`src/hw/rtl/assert_macros.svh`:
```
// Assertion helpers shared by the front, queue and back RTL files.
`ifndef ASSERT_MACROS_SVH
`define ASSERT_MACROS_SVH

// Same-cycle implication, checked out of reset.
`define SIHR_ASSERT_IMP(lbl, clk, rst_n, ante, cons, msg) \
    lbl: assert property (@(posedge clk) disable iff (!rst_n) (ante) |-> (cons)) \
        else $error(msg);

// Next-cycle implication, checked out of reset.
`define SIHR_ASSERT_NXT(lbl, clk, rst_n, ante, cons, msg) \
    lbl: assert property (@(posedge clk) disable iff (!rst_n) (ante) |=> (cons)) \
        else $error(msg);

`endif

```
`src/hw/rtl/sihr_pkg.sv`:
```
package sihr_pkg;

    // Built depth of the ring.
    localparam int RING_DEPTH  = 256;
    localparam int SLOT_W      = (RING_DEPTH > 1) ? $clog2(RING_DEPTH) : 1;
    // Effective size 1..RING_DEPTH.
    localparam int EFF_W       = $clog2(RING_DEPTH + 1);

    localparam int CFG_SIZE_W  = 9;
    localparam int STAMP_W     = 64;
    localparam int SEC_W       = 35;
    localparam int XID_W       = 32;
    localparam int OP_W        = 2;
    localparam int STATUS_W    = 3;

    // Seconds from nanoseconds: estimate from the upper stamp word with a reciprocal
    // multiply (never above the true quotient, at most FIX_STEPS below it), then
    // correct by comparing the remainder against whole seconds.
    localparam logic [SEC_W-1:0] NS_PER_SEC  = SEC_W'(1_000_000_000);
    localparam logic [31:0]      RECIP_K     = 32'd2305843009;   // floor(2^61 / 1e9)
    localparam int               RECIP_SHIFT = 29;
    localparam int               FIX_STEPS   = 13;
    localparam int               FIX_W       = $clog2(FIX_STEPS + 1);
    localparam logic [SEC_W-1:0] REM_LIM     = SEC_W'(FIX_STEPS + 1) * NS_PER_SEC;
    // Step counter of the ring-size remainder unit.
    localparam int CNT_W       = $clog2(SEC_W + 1);

    localparam int QUEUE_DEPTH = 2;
    localparam int QPTR_W      = (QUEUE_DEPTH > 1) ? $clog2(QUEUE_DEPTH) : 1;
    localparam int QCNT_W      = $clog2(QUEUE_DEPTH + 1);

    typedef enum logic [OP_W-1:0] {
        OP_RECORD = 2'd0,
        OP_LOOKUP = 2'd1,
        OP_FILL   = 2'd2
    } t_op;

    typedef enum logic [STATUS_W-1:0] {
        ST_RECORDED = 3'd0,
        ST_SKIPPED  = 3'd1,
        ST_HIT      = 3'd2,
        ST_NEWER    = 3'd3,
        ST_TOO_OLD  = 3'd4,
        ST_FILLED   = 3'd5
    } t_status;

    typedef struct packed {
        t_op              op;
        logic [SEC_W-1:0] sec;
        logic [XID_W-1:0] xid;
    } t_job;

    typedef struct packed {
        logic [EFF_W-1:0] size;
        logic             fill_en;
    } t_cfg;

endpackage

```
`src/hw/rtl/sihr_front.sv`:
```
`include "assert_macros.svh"

module sihr_front import sihr_pkg::*; (
    input  logic               i_clk,
    input  logic               i_rst_n,
    input  logic               i_valid,
    output logic               o_ready,
    input  logic [OP_W-1:0]    i_op,
    input  logic [STAMP_W-1:0] i_stamp,
    input  logic [XID_W-1:0]   i_xid,
    output logic               o_push,
    output t_job               o_job,
    input  logic               i_full
);

    typedef enum logic [5:0] {
        F_IDLE = 6'b000001,
        F_MUL  = 6'b000010,
        F_PROD = 6'b000100,
        F_REM  = 6'b001000,
        F_FIX  = 6'b010000,
        F_PUSH = 6'b100000
    } t_fstate;

    t_fstate                r_state, n_state;
    t_op                    r_op, n_op;
    logic [XID_W-1:0]       r_xid, n_xid;
    logic [STAMP_W-1:0]     r_stamp, n_stamp;
    logic [SEC_W-1:0]       r_quo, n_quo;
    logic [SEC_W-1:0]       r_prod, n_prod;
    logic [SEC_W-1:0]       r_rem, n_rem;

    logic [63:0]            est_full;
    logic [FIX_W-1:0]       fix_cnt;

    always_comb begin
        n_state  = r_state;
        n_op     = r_op;
        n_xid    = r_xid;
        n_stamp  = r_stamp;
        n_quo    = r_quo;
        n_prod   = r_prod;
        n_rem    = r_rem;
        est_full = 64'(r_stamp[STAMP_W-1:32]) * 64'(RECIP_K);
        // remainder is below FIX_STEPS + 1 seconds: take the highest step it clears
        fix_cnt  = '0;
        for (int k = 1; k <= FIX_STEPS; k++) begin
            if (r_rem >= SEC_W'(k) * NS_PER_SEC) begin
                fix_cnt = FIX_W'(k);
            end
        end

        unique case (r_state)
            F_IDLE: begin
                if (i_valid) begin
                    n_xid = i_xid;
                    unique case (i_op) inside
                        OP_RECORD, OP_LOOKUP: begin
                            n_op    = t_op'(i_op);
                            n_stamp = i_stamp;
                            n_state = F_MUL;
                        end
                        OP_FILL: begin
                            n_op    = OP_FILL;
                            n_state = F_PUSH;
                        end
                        // unknown opcode: drop the beat
                        default: n_state = F_IDLE;
                    endcase
                end
            end
            F_MUL: begin
                n_quo   = est_full[63:RECIP_SHIFT];
                n_state = F_PROD;
            end
            F_PROD: begin
                // the remainder fits in SEC_W bits, so only the low product bits matter
                n_prod  = r_quo * NS_PER_SEC;
                n_state = F_REM;
            end
            F_REM: begin
                n_rem   = r_stamp[SEC_W-1:0] - r_prod;
                n_state = F_FIX;
            end
            F_FIX: begin
                n_quo   = r_quo + SEC_W'(fix_cnt);
                n_state = F_PUSH;
            end
            F_PUSH: begin
                if (!i_full) begin
                    n_state = F_IDLE;
                end
            end
            default: n_state = F_IDLE;
        endcase
    end

    always_ff @(posedge i_clk) begin
        if (!i_rst_n) begin
            r_state <= F_IDLE;
        end else begin
            r_state <= n_state;
        end
        r_op    <= n_op;
        r_xid   <= n_xid;
        r_stamp <= n_stamp;
        r_quo   <= n_quo;
        r_prod  <= n_prod;
        r_rem   <= n_rem;
    end

    assign o_ready   = (r_state == F_IDLE);
    assign o_push    = (r_state == F_PUSH) && !i_full;
    // record rounds up to the next second
    assign o_job.op  = r_op;
    assign o_job.sec = (r_op == OP_RECORD) ? r_quo + 1'b1 : r_quo;
    assign o_job.xid = r_xid;

    `SIHR_ASSERT_IMP(a_rem_rng, i_clk, i_rst_n, r_state == F_FIX, r_rem < REM_LIM, "bad estimate")

endmodule

```
`config.mk`:
```
export PLATFORM = sky130hd
export DESIGN_NAME = sihr_front
export DESIGN_NICKNAME = d
export VERILOG_FILES = /design/src/hw/rtl/sihr_pkg.sv /design/src/hw/rtl/sihr_front.sv
export VERILOG_INCLUDE_DIRS = /design/src /design/src/hw/rtl
export SDC_FILE = /design/constraint.sdc
export NUM_CORES = 2
export LEC_CHECK = 0
export ABC_AREA = 1
export BUFFER_PORTS_ARGS = -buffer_cell sky130_fd_sc_hd__buf_2
export CORE_ASPECT_RATIO = 0.75
export CORE_MARGIN = 5
export CORE_UTILIZATION = 50
export CTS_CLUSTER_DIAMETER = 40
export DETAILED_ROUTE_END_ITERATION = 8
export GPL_ROUTABILITY_DRIVEN = 0
export GPL_TIMING_DRIVEN = 0
export PLACE_DENSITY = 0.78
export SLEW_MARGIN = 10
export SYNTH_ARGS = -nofsm -noshare
export SYNTH_HDL_FRONTEND = slang
export SYNTH_SLANG_ARGS = --single-unit
```
`constraint.sdc`:
```
create_clock -name i_clk -period 8.1 [get_ports i_clk]
set_clock_uncertainty 0.1 [all_clocks]
set_input_delay 0.81 -clock i_clk [delete_from_list [all_inputs] [get_ports i_clk]]
set_output_delay 0.81 -clock i_clk [all_outputs]
set_load 0.02 [all_outputs]
```
==> impl_metrics.json <==
{
  "ys_seq_area_frac": 0.174,
  "fillCellCount": 5357,
  "unrepaired_setup_endpoints_after_global_routing": "no",
  "synth.area.top_cells": "fa_1, ha_1, edfxtp_1",
  "reg2regPathDepth": 25,
  "vias": 23751,
  "timing.hold.worst.start": "i_stamp[48]",
  "report.final.setup_viol": 0,
  "global_route.usage.met2": 0.361,
  "avgViaCountPerCell": 5.43,
  "num_rows": 79,
  "std_cell_core_area_sq_um": 61800,
  "fmax_ghz": 0.135,
  "final.min_clock_period_ns": 7.41,
  "area_growth_pct": 8.27,
  "run_status": "completed",
  "multi_input_area_sq_um": 22400,
  "port-buffer-count": 163,
  "synth.net_count": 4441,
  "yosys_register_bits": 182,
  "synth_enable_flop_cells": 176,
  "placement.setup.worst_slack_ns": 0.869,
  "post_drt_antenna_nets": 0,
  "routed_wirelength_mm": 80.8,
  "initial_utilization": 0.503,
  "min_period_over_period": 0.915,
  "r2r_end": "r_quo[33]",
  "timing_worst_slew_pin_value_ns": 1.07,
  "antenna-diode-count": 0,
  "root_buffer": "clkbuf_16",
  "regToRegSetupSlack_ns": 0.69,
  "post-synth-top-count-cell": "inv_1",
  "regArea_sq_um": 5410,
  "gr-usage-all-layers": 0.243,
  "worstPathMaxFanout": 9,
  "drt_pre_antenna_iters": 6,
  "dominantRegCellSynth": "edfxtp_1",
  "clock_sinks": 182,
  "syn-cell-area_sq_um": 31100,
  "endpoint_of_the_worst_hold_timing_path": "r_stamp[48]",
  "drive_above_1_share": 0.0875,
  "path_clk_slew_ns": 0.09,
  "ys_types": 61,
  "cells_after_synth": 3362,
  "antenna_violations_before_repair": 1,
  "final-hold-violation-count": 0,
  "post_cts_buffers": 0,
  "detail_route.drc_violations": 0,
  "synth_area_leader_cell": "fa_1",
  "clockBufferDepth": 2,
  "start_kind": "flip-flop",
  "worst_relative_slew_slack": 0.289,
  "report.final.slew_viol_count": 0,
  "avg_inst_size_synth_sq_um": 9.24,
  "drtIter0Drc": 2245,
  "groute.layer.met3.usage": 0.0642,
  "worst_hold_path_type": "input port to flip-flop",
  "pin_count": 173,
  "hold_buffers": 0,
  "global_route.peak_usage_layer": "met2",
  "grt_pass1_vias": 23603,
  "cts-htree-levels": 4,
  "nNetsFinal": 4633,
  "grt_start_max_net_pins": 35,
  "synthDominantCellAreaShare": 0.272,
  "die_area_sq_um": 67300,
  "wire_per_inst_um": 18.5,
  "final.setup.worst_slack_ns": 0.690,
  "worst_setup_path_end_kind": "flip-flop",
  "synthesis.yosys.warnings": 0,
  "cp_data_required_time_ns": 8.22,
  "grt_first_pass_wirelength_mm": 128,
  "postCtsResizedCells": 0,
  "cts_tree": "built",
  "die_width_um": 298,
  "die_boundary_height_um": 226,
  "dp.final_hpwl_mm": 69.5,
  "worst_hold_path.num_cells": 1,
  "worst_ep_arrival_time_ns": 7.53,
  "worstSetupPathType": "flip-flop to flip-flop",
  "synth-async-reset-ratio": 0,
  "grt_use_met1": 0.357,
  "worst_skew_pair.late_latency_ns": 0.49,
  "inserted_clock_buffers": 17,
  "regToRegStartpoint": "r_stamp[42]",
  "globalRoute.totalOverflow": 0,
  "yosys-top-cells-count": "inv_1, ha_1, fa_1",
  "maxCapViolCount": 0
}
-- worst max path at each step --
stage,start,to,slack (ns)
floorplan,r_stamp[42],r_quo[17],1.92
global placement,r_state[5],r_stamp[63],-0.005
detailed placement,r_stamp[42],r_quo[24],0.87
CTS,r_stamp[42],r_quo[24],0.83
global route,r_stamp[42],r_quo[24],0.44
finish,r_stamp[42],r_quo[33],0.69
-- cell families (layout without fill, tap and decap cells) --
family	Yosys count	after routing	share of synthesized area
fa+ha+maj	977	977	0.495
simple gates	860	860	0.125
buf+inv	858	1063	0.104
compound gates	363	363	0.0673
flops	182	182	0.174
xor+xnor	122	122	0.0344
-- metal layers --
layer	up-vias	share of wire
li1	11103	-
met1	11428	0.45
met2	1120	0.42
met3	100	0.11
met4	0	0.018
met5	-	0
-- flip-flops by register name (all words and copies together), names as in the netlist --
| name | count |
|---|---|
| r_op | 2 |
| r_prod | 26 |
| r_xid | 32 |
| r_rem | 26 |
| r_stamp | 55 |
| r_state | 6 |
| r_quo | 35 |
-- placed cells by master, fill, tap and decap left out, types with 8 or more instances in the layout --
| cell type | n |
|---|---|
| a21o_1 | 17 |
| buf_2 | 170 |
| buf_4 | 10 |
| o21ai_1 | 20 |
| xnor2_1 | 39 |
| a21oi_1 | 144 |
| nor2_2 | 16 |
| inv_1 | 817 |
| o211ai_1 | 8 |
| o21ai_0 | 92 |
| nand3_1 | 100 |
| nand4_1 | 25 |
| nor4_1 | 8 |
| nor3_2 | 11 |
| nor3_1 | 33 |
| nand3b_1 | 9 |
| nor2_1 | 209 |
| o21a_1 | 8 |
| xor2_1 | 83 |
| fa_1 | 422 |
| ha_1 | 555 |
| nand2_1 | 405 |
| inv_2 | 25 |
| a31oi_1 | 25 |
| edfxtp_1 | 176 |
| nor2_4 | 9 |
| clkbuf_16 | 17 |
| o21bai_1 | 12 |
-- metrics by stage --
stage | utilization | instance area [sq um] | hold slack (ns) | std cells | setup TNS, ns
finish | 0.544 | 33600 | 0.389 | 4377 | 0
CTS | 0.544 | 33600 | 0.353 | 4377 | 0
global route | 0.544 | 33600 | 0.361 | 4377 | 0
floorplan | - | 31100 | 0.410 | 3362 | 0
detailed placement | 0.534 | 33000 | 0.482 | 4345 | 0
global placement | 0.532 | 32900 | 0.445 | 4335 | -0.0691
-- critical path, stage by stage, from the launching register on --
cell and delay (ns):
edfxtp_1 0.86, inv_1 0.29, fa_1 0.66, fa_1 0.19
inv_1 0.05, fa_1 0.54, inv_1 0.05, fa_1 0.50
inv_1 0.05, fa_1 0.49, inv_1 0.05, fa_1 0.47
inv_1 0.05, fa_1 0.52, ha_1 0.32, ha_1 0.36
a21oi_1 0.22, inv_1 0.06, a31oi_1 0.23, o21ai_0 0.18
a21oi_1 0.16, nand2_1 0.19, nand3_1 0.21, nand3_1 0.10
nand3_1 0.12, o21ai_1 0.11
-- final cells by class --
class	instances	area share
plain buffers	15	0.00208
clock buffers	17	0.0126
clock inverters	15	0.00614
inverters	843	0.0941
multi-input cells	2322	0.667
flip-flops and latches	182	0.161
well taps	810	0.0301
repair buffers	173	0.0269
Power is not shown: default switching activity piles up to over one toggle a cycle in this logic, so the estimate is an artifact.
