### config.mk
export PLATFORM = sky130hd
export DESIGN_NAME = sihr_fifo
export DESIGN_NICKNAME = d
export VERILOG_FILES = /design/src/hw/rtl/sihr_pkg.sv /design/src/hw/rtl/sihr_fifo.sv
export VERILOG_INCLUDE_DIRS = /design/src /design/src/hw/rtl
export SDC_FILE = /design/constraint.sdc
export NUM_CORES = 1
export LEC_CHECK = 0
export BUFFER_PORTS_ARGS = -buffer_cell sky130_fd_sc_hd__buf_2
export CORE_UTILIZATION = 55
export CTS_CLUSTER_SIZE = 40
export DETAILED_ROUTE_END_ITERATION = 10
export PLACE_DENSITY = 0.82
export SLEW_MARGIN = 10
export SYNTH_ARGS = -nofsm -noshare
export SYNTH_HDL_FRONTEND = slang
export SYNTH_SLANG_ARGS = --single-unit
### constraint.sdc
create_clock -name i_clk -period 10.11 [get_ports i_clk]
set_input_delay 1.5165 -clock i_clk [delete_from_list [all_inputs] [get_ports i_clk]]
set_output_delay 1.5165 -clock i_clk [all_outputs]
set_load 0.01 [all_outputs]
### src/hw/rtl/assert_macros.svh
// Assertion helpers shared by the front, queue and back RTL files.
`ifndef ASSERT_MACROS_SVH
`define ASSERT_MACROS_SVH

// Same-cycle implication, checked out of reset.
`define SIHR_ASSERT_IMP(lbl, clk, rst_n, ante, cons, msg) \
    lbl: assert property (@(posedge clk) disable iff (!rst_n) (ante) |-> (cons)) \
        else $error(msg);

// Next-cycle implication, checked out of reset.
`define SIHR_ASSERT_NXT(lbl, clk, rst_n, ante, cons, msg) \
    lbl: assert property (@(posedge clk) disable iff (!rst_n) (ante) |=> (cons)) \
        else $error(msg);

`endif

### src/hw/rtl/sihr_pkg.sv
package sihr_pkg;

    // Built depth of the ring.
    localparam int RING_DEPTH  = 256;
    localparam int SLOT_W      = (RING_DEPTH > 1) ? $clog2(RING_DEPTH) : 1;
    // Effective size 1..RING_DEPTH.
    localparam int EFF_W       = $clog2(RING_DEPTH + 1);

    localparam int CFG_SIZE_W  = 9;
    localparam int STAMP_W     = 64;
    localparam int SEC_W       = 35;
    localparam int XID_W       = 32;
    localparam int OP_W        = 2;
    localparam int STATUS_W    = 3;

    // Seconds from nanoseconds: estimate from the upper stamp word with a reciprocal
    // multiply (never above the true quotient, at most FIX_STEPS below it), then
    // correct by comparing the remainder against whole seconds.
    localparam logic [SEC_W-1:0] NS_PER_SEC  = SEC_W'(1_000_000_000);
    localparam logic [31:0]      RECIP_K     = 32'd2305843009;   // floor(2^61 / 1e9)
    localparam int               RECIP_SHIFT = 29;
    localparam int               FIX_STEPS   = 13;
    localparam int               FIX_W       = $clog2(FIX_STEPS + 1);
    localparam logic [SEC_W-1:0] REM_LIM     = SEC_W'(FIX_STEPS + 1) * NS_PER_SEC;
    // Step counter of the ring-size remainder unit.
    localparam int CNT_W       = $clog2(SEC_W + 1);

    localparam int QUEUE_DEPTH = 2;
    localparam int QPTR_W      = (QUEUE_DEPTH > 1) ? $clog2(QUEUE_DEPTH) : 1;
    localparam int QCNT_W      = $clog2(QUEUE_DEPTH + 1);

    typedef enum logic [OP_W-1:0] {
        OP_RECORD = 2'd0,
        OP_LOOKUP = 2'd1,
        OP_FILL   = 2'd2
    } t_op;

    typedef enum logic [STATUS_W-1:0] {
        ST_RECORDED = 3'd0,
        ST_SKIPPED  = 3'd1,
        ST_HIT      = 3'd2,
        ST_NEWER    = 3'd3,
        ST_TOO_OLD  = 3'd4,
        ST_FILLED   = 3'd5
    } t_status;

    typedef struct packed {
        t_op              op;
        logic [SEC_W-1:0] sec;
        logic [XID_W-1:0] xid;
    } t_job;

    typedef struct packed {
        logic [EFF_W-1:0] size;
        logic             fill_en;
    } t_cfg;

endpackage

### src/hw/rtl/sihr_fifo.sv
`include "assert_macros.svh"

module sihr_fifo import sihr_pkg::*; (
    input  logic i_clk,
    input  logic i_rst_n,
    input  logic i_push,
    input  t_job i_job,
    output logic o_full,
    input  logic i_pop,
    output t_job o_job,
    output logic o_empty
);

    t_job               r_mem [QUEUE_DEPTH];
    logic [QPTR_W-1:0]  r_wptr, n_wptr;
    logic [QPTR_W-1:0]  r_rptr, n_rptr;
    logic [QCNT_W-1:0]  r_count, n_count;

    always_comb begin
        n_wptr  = r_wptr;
        n_rptr  = r_rptr;
        n_count = r_count;
        if (i_push) begin
            n_wptr = (r_wptr == QPTR_W'(QUEUE_DEPTH - 1)) ? '0 : r_wptr + 1'b1;
        end
        if (i_pop) begin
            n_rptr = (r_rptr == QPTR_W'(QUEUE_DEPTH - 1)) ? '0 : r_rptr + 1'b1;
        end
        case ({i_push, i_pop})
            2'b10:   n_count = r_count + 1'b1;
            2'b01:   n_count = r_count - 1'b1;
            default: n_count = r_count;
        endcase
    end

    always_ff @(posedge i_clk) begin
        if (!i_rst_n) begin
            r_wptr  <= '0;
            r_rptr  <= '0;
            r_count <= '0;
        end else begin
            r_wptr  <= n_wptr;
            r_rptr  <= n_rptr;
            r_count <= n_count;
        end
        if (i_push) begin
            r_mem[r_wptr] <= i_job;
        end
    end

    assign o_job   = r_mem[r_rptr];
    assign o_full  = (r_count == QCNT_W'(QUEUE_DEPTH));
    assign o_empty = (r_count == '0);

    `SIHR_ASSERT_IMP(a_no_pop_empty, i_clk, i_rst_n, i_pop, r_count != '0, "pop from empty queue")
    `SIHR_ASSERT_IMP(a_no_push_full, i_clk, i_rst_n, i_push, r_count != QCNT_W'(QUEUE_DEPTH), "push into full queue")

endmodule

==> results of run 1 <==
-- power breakdown --
part / internal, mW / switching (mW)
Clock: 0.424 / 0.225
Sequential: 0.685 / 0.0123
Combinational: 0.0622 / 0.0629
-- state kept, by name, summed over array words and instances, names as in the netlist, named ones only --
name / flops
r_count: 2
r_wptr: 1
r_rptr: 1
r_mem: 138
-- cell families (layout without fill, tap and decap cells) --
family	Yosys count	in the layout
AOI/OAI and AO/OA	3	3
xor gates and xnor gates	3	3
adders and majority gates	1	1
buffers and inverters	9	177
DFF	143	143
muxes	69	69
and+or+nand+nor	9	9
-- worst paths after layout --
check	start	end	slack (ps)	depth (start not counted)
setup / recovery	flop	o_job[50]	6160	3
hold / removal	r_count[1]$_SDFFE_PN0P_	r_count[1]$_SDFFE_PN0P_	520	2
setup reg to reg	r_wptr$_SDFFE_PN0P_	r_mem[0][24]$_DFFE_PP_	8510	2
hold reg to reg	r_count[1]$_SDFFE_PN0P_	r_count[1]$_SDFFE_PN0P_	520	2
-- Yosys cell counts --
library cell  count
buf_2             6
or3_1             1
a21boi_1          1
nor2b_1           1
xor2_1            1
edfxtp_1        138
and2_1            4
dfxtp_1           5
o21a_1            1
buf_6             2
mux2_2           69
o21ai_0           1
inv_1             1
ha_1              1
nor2_1            2
and2b_2           1
xnor2_1           2
-- layer usage --
| layer | routed length [um] | global-route usage, % | part of all wire [%] |
|---|---|---|---|
| met1 | 3627 | 21.68 | 41 |
| met2 | 4439 | 30.72 | 50 |
| met3 | 627 | 4.849 | 7.1 |
| met4 | 104 | 10.63 | 1.2 |
| met5 | 0 | 0 | 0 |
-- layout by cell type (no fill, tap or decap), drive strengths merged, types with 2 or more instances in the layout --
cell type  instances
mux2              69
xnor2              2
dfxtp              5
edfxtp           138
bufinv             5
buf              145
nor2               2
and2               4
inv                4
clkbuf            17
clkinv             5
-- area by class of cell --
class,instances,area [sq um],area share [%]
tap,111,138.9,2.090
clock buffer,17,414.1,6.234
clock inverter,14,211.5,3.183
inverter,1,3.754,0.05650
sequential,143,4245,63.90
multi-input combinational,85,899.6,13.54
timing repair buffer,145,730.7,11.00
-- worst register-to-register path: cells and delay by family, from the launching register on --
family	cells	cell delay [ps]
AND/OR/NAND/NOR	1	110
flip-flops	1	340
buffers and inverters	1	700
==> results.cfg, run 1 <==
[status]
outcome = finished, final reports clean

[clock_tree]
insertion_delay_ps = 510
clk_pin_slew_ps = 60
cts_tree = done
cts_resized = 0
cts_sinks = 143
cts_hold_buf = 0
cts-root-buf = clkbuf_8
cts_buffers = 17
post_cts_buffers = 0
htree_levels = 4
clockBufferDepth = 2

[global_routing]
grt_usage_pct = 18.36
antenna_found_initial = 0
grt_max_degree = 70
grt_first_pass_wirelength_um = 13000
grt_pass1_vias = 2679
grt_overflow_total = 0

[timing]
fmax_ghz = 0.2532
fin_crit_sh_pct = 39.07
setup_ws_ps = 6160
finClkSkew_ps = 9.044
period_minus_slack_ps = 3950
hold_violations = 0
setup_viol = 0
fin_tns_setup_ps = 0
slew_violations = 0
grt_setup_unrepaired = no
tightestPinTransition_ps = 928.6
relSlewSlack_pct = 38.09
hold_ws_ps = 518.2

[detailed_routing]
avgRoutedWirePerCell_um = 17.05
via_per_inst = 5.178
first_pass_iters = 4
first_iter_violations = 108
ant_nets = 0
route.detailed.drc = 0
vias = 2672
drt-total-wl_um = 8799

[floorplan]
coreArea_sq_mm = 0.009196
start_util_pct = 56.44
rows = 35
die_area_sq_mm = 0.009829
dieWidth_um = 99.14
pin_count = 144
die_y_um = 99.14

[worst_setup_path]
slowest_stage = dfxtp_2
cp.required_ps = 8590
crit_buf_inv = 2
critPathCaptureType = output pin
path_delay_family = flip-flops
cp_slowest_stage_delay_ps = 770
cp_max_fo = 40
crit_type = flop to output pin
crit_chain = buf_4, mux2_2, buf_2
startpoint_type = flop
arrival_ps = 2430

[finish]
final_util_pct = 72.24
nFillCells = 573
syn_to_final_growth_pct = 28.01
final_area_sq_mm = 0.006644
drive_above_1_share_pct = 61.23
n_antenna_cell = 0
nets = 467
fin_cells = 516

[yosys]
synth_area_per_cell_sq_um = 21.90
synthTopCellsByArea = edfxtp_1 (80%), mux2_2 (15%), dfxtp_1 (1.9%)
yosys_warnings = 0
synth_fa_ha_area_share_pct = 0.2411
ys_types = 17
synthSimpleGateAreaFrac_pct = 1.037
synth_cells = 237
synth.cell_area_sq_mm = 0.005190
synth_top_area_share_pct = 79.85
synth_compound_area_share_pct = 0.3857
synth_xor_area_share_pct = 0.5063
synth_area_leader_cell = edfxtp_1
ys_seq_elements = 143
synthesis.nets = 311
synth.mux.area_fraction_pct = 14.97
synth.yosys.seq_area_share_pct = 81.77
synth_top_family_by_area = multiplexers

[pwr]
leakage_nw = 2.528
power_mw = 1.472
peakVddDrop_uv = 125.7
p_per_area_mw_per_mm2 = 221.6

[placement]
io_buffers = 143
dpl.hpwl_um = 5505
dpl_cell_area_sq_mm = 0.006018
dp_cells = 485
gp_congestion = 0.7057
place_ws_ps = 6638

[job]
max_cap_viol_count = 0

[hold_path]
hp-class = flop to flop
No activity file was read; power rests on OpenSTA's default activity.
==> run 2: changes to the inputs <==
- CORE_UTILIZATION: 55 -> 47
- PLACE_DENSITY: 0.82 -> 0.75
- clock period: 10.11 -> 3.6 ns (I/O delays scaled with it)
==> run 2 against run 1 <==
Effect of this change:
- combinational power increased to 2.7 times the previous value
- clock skew decreased by 5.4 ps
- sequential power increased to 2.8 times the previous value
- sequential share of layout area about the same
- global-route usage decreased by 3.0 points
- register-to-register slack got worse by 6500 ps
- clock power increased to 2.7 times the previous value
- largest cell class unchanged
- highest routed layer unchanged
==> results.cfg, run 2 (synthesis results as in run 1) <==
[status]
outcome = finished, final reports clean

[timing]
slew_violations = 0
hold_violations = 0
setup_ws_ps = 995.9
setup_viol = 0
period_minus_slack_ps = 2604
fmax_ghz = 0.3840
grt_setup_unrepaired = no
relSlewSlack_pct = 36.80
tightestPinTransition_ps = 948.0
finClkSkew_ps = 3.663
fin_tns_setup_ps = 0
fin_crit_sh_pct = 72.34

[finish]
syn_to_final_growth_pct = 28.09
drive_above_1_share_pct = 60.34
nets = 467
final_cell_mix = buf_2 (143), edfxtp_1 (138), mux2_2 (69)
top_register = r_mem
layout_commonest_cell = buf_2
layout_top_registers = r_mem: 138 flops, r_count: 2 flops
n_antenna_cell = 0
largest_reg_flops = 138
final_util_pct = 61.59

[clock_tree]
clockBufferDepth = 2
insertion_delay_ps = 510
htree_levels = 4
cts_buffers = 17
cts_tree = done
cts-root-buf = clkbuf_8
clk_pin_slew_ps = 60
cts_resized = 0
post_cts_buffers = 0
cts_sinks = 143
cts_hold_buf = 0

[floorplan]
dieWidth_um = 107.1
start_util_pct = 48.09
rows = 38
pin_count = 144
die_y_um = 107.1
coreArea_sq_mm = 0.01079
die_area_sq_mm = 0.01147

[detailed_routing]
route.detailed.drc = 0
met1_length_um = 3428
ant_nets = 0
wl_met3_um = 635
drt-total-wl_um = 8577
top_signal_layer_used = met4
via_per_inst = 4.810
met2WireLength_um = 4392
first_iter_violations = 97
vias = 2626
first_pass_iters = 4
avgRoutedWirePerCell_um = 15.71

[placement]
place_ws_ps = 1500
dpl.hpwl_um = 5309
gp_congestion = 0.6683
io_buffers = 143

[worst_setup_path]
critPathCaptureType = output pin
crit_type = flop to output pin
r2r_cells = 1
reg2reg_to = r_mem[1][23]$_DFFE_PP_
cp.required_ps = 3060
arrival_ps = 2060
startpoint_type = flop
r2r_start = r_wptr$_SDFFE_PN0P_
regToRegSetupSlack_ps = 2000
cp_max_fo = 69

[global_routing]
grt_pass1_vias = 2676
grt_usage_pct = 15.38
grt_first_pass_wirelength_um = 12860
grt_max_degree = 70
antenna_found_initial = 1
grt_overflow_total = 0

[hold_path]
hp-class = input port to flop
hold_depth = 1
worstHoldStart = i_job[15]
min_to = r_mem[0][15]$_DFFE_PP_

[job]
max_cap_viol_count = 0

[pwr]
p_per_area_mw_per_mm2 = 606.6
power_mw = 4.033
peakVddDrop_uv = 384.9
leakage_nw = 2.503
## run 2: cell count changes in the layout (fill, tap and decap cells not counted), sizes merged
cell and delta:
bufinv -1, inv -3, clkinvlp +2, clkbuf +1, clkinv +2
## run 2: final cells by class
type	count	area [sq um]
flip-flops and latches	143	4248
fillers	805	4145
multi-input cells	85	899.6
repair buffers	145	730.7
clock buffers	18	417.9
well taps	140	175.2
clock inverters	14	172.7
inverters	1	3.754
## run 2: power by group
group | internal [mW] | total (mW) | switching, mW
Clock | 1.11 | 1.73 | 0.616
Sequential | 1.92 | 1.97 | 0.0513
Combinational | 0.175 | 0.333 | 0.158
Total | 3.21 | 4.03 | 0.825
## run 2: worst max-delay path, stage by stage, from the launching register on
cell	delay, ps
dfxtp_4	940
mux2_2	430
buf_2	140
## run 2: worst max path at each step
stage,startpoint,to,slack (ps),depth (start not counted)
after global routing,flop,o_job[13],900,2
after global placement,flop,o_job[13],1490,2
after floorplan,i_push,r_mem[0][0]$_DFFE_PP_,790,2
after detailed placement,flop,o_job[13],1500,2
after CTS,flop,o_job[13],940,2
final,flop,o_job[67],1000,2
## run 2: through the flow
stage	hold slack, ps	instances	instance area (sq um)
final	219.6	546	6648
after global routing	193.9	546	6648
after CTS	192.4	546	6648
after detailed placement	520.2	514	6057
after global placement	483.3	514	6057
after floorplan	466.2	237	5192
## run 2: metal layers
metal  global-route usage (%)  up-vias
li1                         -     1251
met1                    18.07     1274
met2                    24.98       92
met5                        0        -
met3                    5.593        9
met4                    7.632        0
==> run 3: changes to the inputs <==
- CORE_UTILIZATION: 47 -> 52
- PLACE_DENSITY: 0.75 -> 0.78
- clock period: 3.6 -> 2.48 ns (I/O delays scaled with it)
==> run 3 against run 2 <==
Effect of this change:
- register-to-register slack got worse by 990 ps
- count of clock-buffer cells in the layout increased by 1
- flip-flop and latch count unchanged
- combinational power increased by 62%
- critical path type unchanged
- critical endpoint is now o_job[62]
- largest cell class unchanged
==> results.cfg, run 3 (synthesis results as in run 1) <==
[timing]
finClkSkew_ps = 7.571
grt_setup_unrepaired = no
slew_violations = 0
relSlewSlack_pct = 59.07
fin_tns_setup_ps = 0
fin_crit_sh_pct = 82.76
hold_violations = 0
fmax_ghz = 0.4872
period_minus_slack_ps = 2052
tightestPinTransition_ps = 614.0
setup_viol = 0

[status]
outcome = finished, final reports clean

[job]
max_cap_viol_count = 0

[worst_setup_path]
startpoint_type = flop
arrival_ps = 1680
cp.required_ps = 2110
r2r_cells = 2
crit_type = flop to output pin
crit_buf_inv = 2
r2r_start = r_wptr$_SDFFE_PN0P_
slowest_stage = mux2_2
cp_slowest_stage_delay_ps = 380
path_delay_family = buffers and inverters
critPathCaptureType = output pin
reg2reg_to = r_mem[1][68]$_DFFE_PP_
cp_max_fo = 50
crit_chain = buf_12, mux2_2, buf_2
regToRegSetupSlack_ps = 1010

[clock_tree]
cts_sinks = 143
cts_resized = 0
post_cts_buffers = 0
clk_pin_slew_ps = 60
cts_hold_buf = 0
htree_levels = 4
clockBufferDepth = 2
insertion_delay_ps = 510
cts-root-buf = clkbuf_8
cts_buffers = 17
cts_tree = done

[pwr]
p_sw_mw = 1.188
p_comb_share_pct = 8.9
clkPwrFrac_pct = 44.5
p_per_area_mw_per_mm2 = 901.1
p_sw_share_pct = 19.59
intPower_mw = 4.878
leakage_nw = 2.549
peakVddDrop_uv = 517.5
p_seq_share_pct = 46.6

[floorplan]
rows = 36
coreArea_sq_mm = 0.009729
die_area_sq_mm = 0.01038
pin_count = 144
dieWidth_um = 101.9
die_y_um = 101.9
start_util_pct = 53.34

[finish]
layout_top_registers = r_mem: 138 flops, r_count: 2 flops
final_area_sq_mm = 0.006731
largest_reg_flops = 138
nets = 470
n_antenna_cell = 0
drive_above_1_share_pct = 60.54
syn_to_final_growth_pct = 29.70
top_register = r_mem
final_cell_mix = buf_2 (143), edfxtp_1 (138), mux2_2 (69)
layout_commonest_cell = buf_2

[global_routing]
grt_pass1_vias = 2706
grt_usage_pct = 17.55
grt_first_pass_wirelength_um = 12910
grt_overflow_total = 0
antenna_found_initial = 0
grt_max_degree = 51

[placement]
gp_congestion = 0.6989
dpl.hpwl_um = 5717
io_buffers = 143
dpl_cell_area_sq_mm = 0.006093

[hold_path]
min_to = r_mem[1][11]$_DFFE_PP_
hold_depth = 1
hp-class = input port to flop
worstHoldStart = i_job[11]

[detailed_routing]
via_per_inst = 4.985
route.detailed.drc = 0
first_iter_violations = 117
vias = 2697
ant_nets = 0
drt-total-wl_um = 8912
first_pass_iters = 6
avgRoutedWirePerCell_um = 16.47
==> run 3: power groups by stage <==
| stage | clock (mW) | combinational [mW] | sequential, mW |
|---|---|---|---|
| after global placement | 0 | 0.535 | 2.87 |
| final | 2.70 | 0.540 | 2.83 |
| after detailed placement | 0 | 0.546 | 2.88 |
| after floorplan | 0 | 0.316 | 2.87 |
| after global routing | 2.85 | 0.586 | 2.84 |
| after CTS | 2.75 | 0.550 | 2.83 |
==> run 3: cell type report <==
cell class	instances	area [sq um]
fillers	650	2998
well taps	133	166.4
inverters	1	3.754
clock inverters	12	216.5
flip-flops and latches	143	4245
multi-input cells	85	899.6
repair buffers	148	778.2
clock buffers	19	421.7
==> run 3: worst reg2reg max path, cell delays in order (launching register included) <==
cell and delay [ps]:
dfxtp_1 390, and2_4 440, buf_12 300
==> run 3: worst max-delay path by stage <==
stage / start / to / cells past startpoint
detailed placement: i_push / r_mem[1][49]$_DFFE_PP_ / 3
CTS: flop / o_job[14] / 3
global placement: i_push / r_mem[1][27]$_DFFE_PP_ / 3
global route: flop / o_job[67] / 3
floorplan: r_wptr$_SDFFE_PN0P_ / r_mem[1][0]$_DFFE_PP_ / 1
finish: flop / o_job[62] / 3
==> run 3: layer usage <==
layer,wire length [um],vias up,part of all wire (%),track usage [%]
li1,-,1257,-,-
met1,3520,1323,39,19.83
met2,4608,109,52,29.68
met3,701,8,7.9,6.772
met4,81,0,0.91,7.912
met5,0,-,0,0
==> run 3: through the flow <==
| stage | hold slack [ps] | utilization [%] | std cells | worst slack [ps] | total power, mW |
|---|---|---|---|---|---|
| after floorplan | 466.2 | - | 237 | 40.32 | 3.182 |
| after CTS | 22.05 | 69.19 | 541 | 388.6 | 6.131 |
| after global routing | 21.28 | 69.19 | 541 | 345.8 | 6.272 |
| after detailed placement | 511.3 | 62.63 | 510 | 910.4 | 3.422 |
| after global placement | 483.1 | 62.63 | 510 | 919.2 | 3.401 |
| final | 49.40 | 69.19 | 541 | 427.5 | 6.066 |
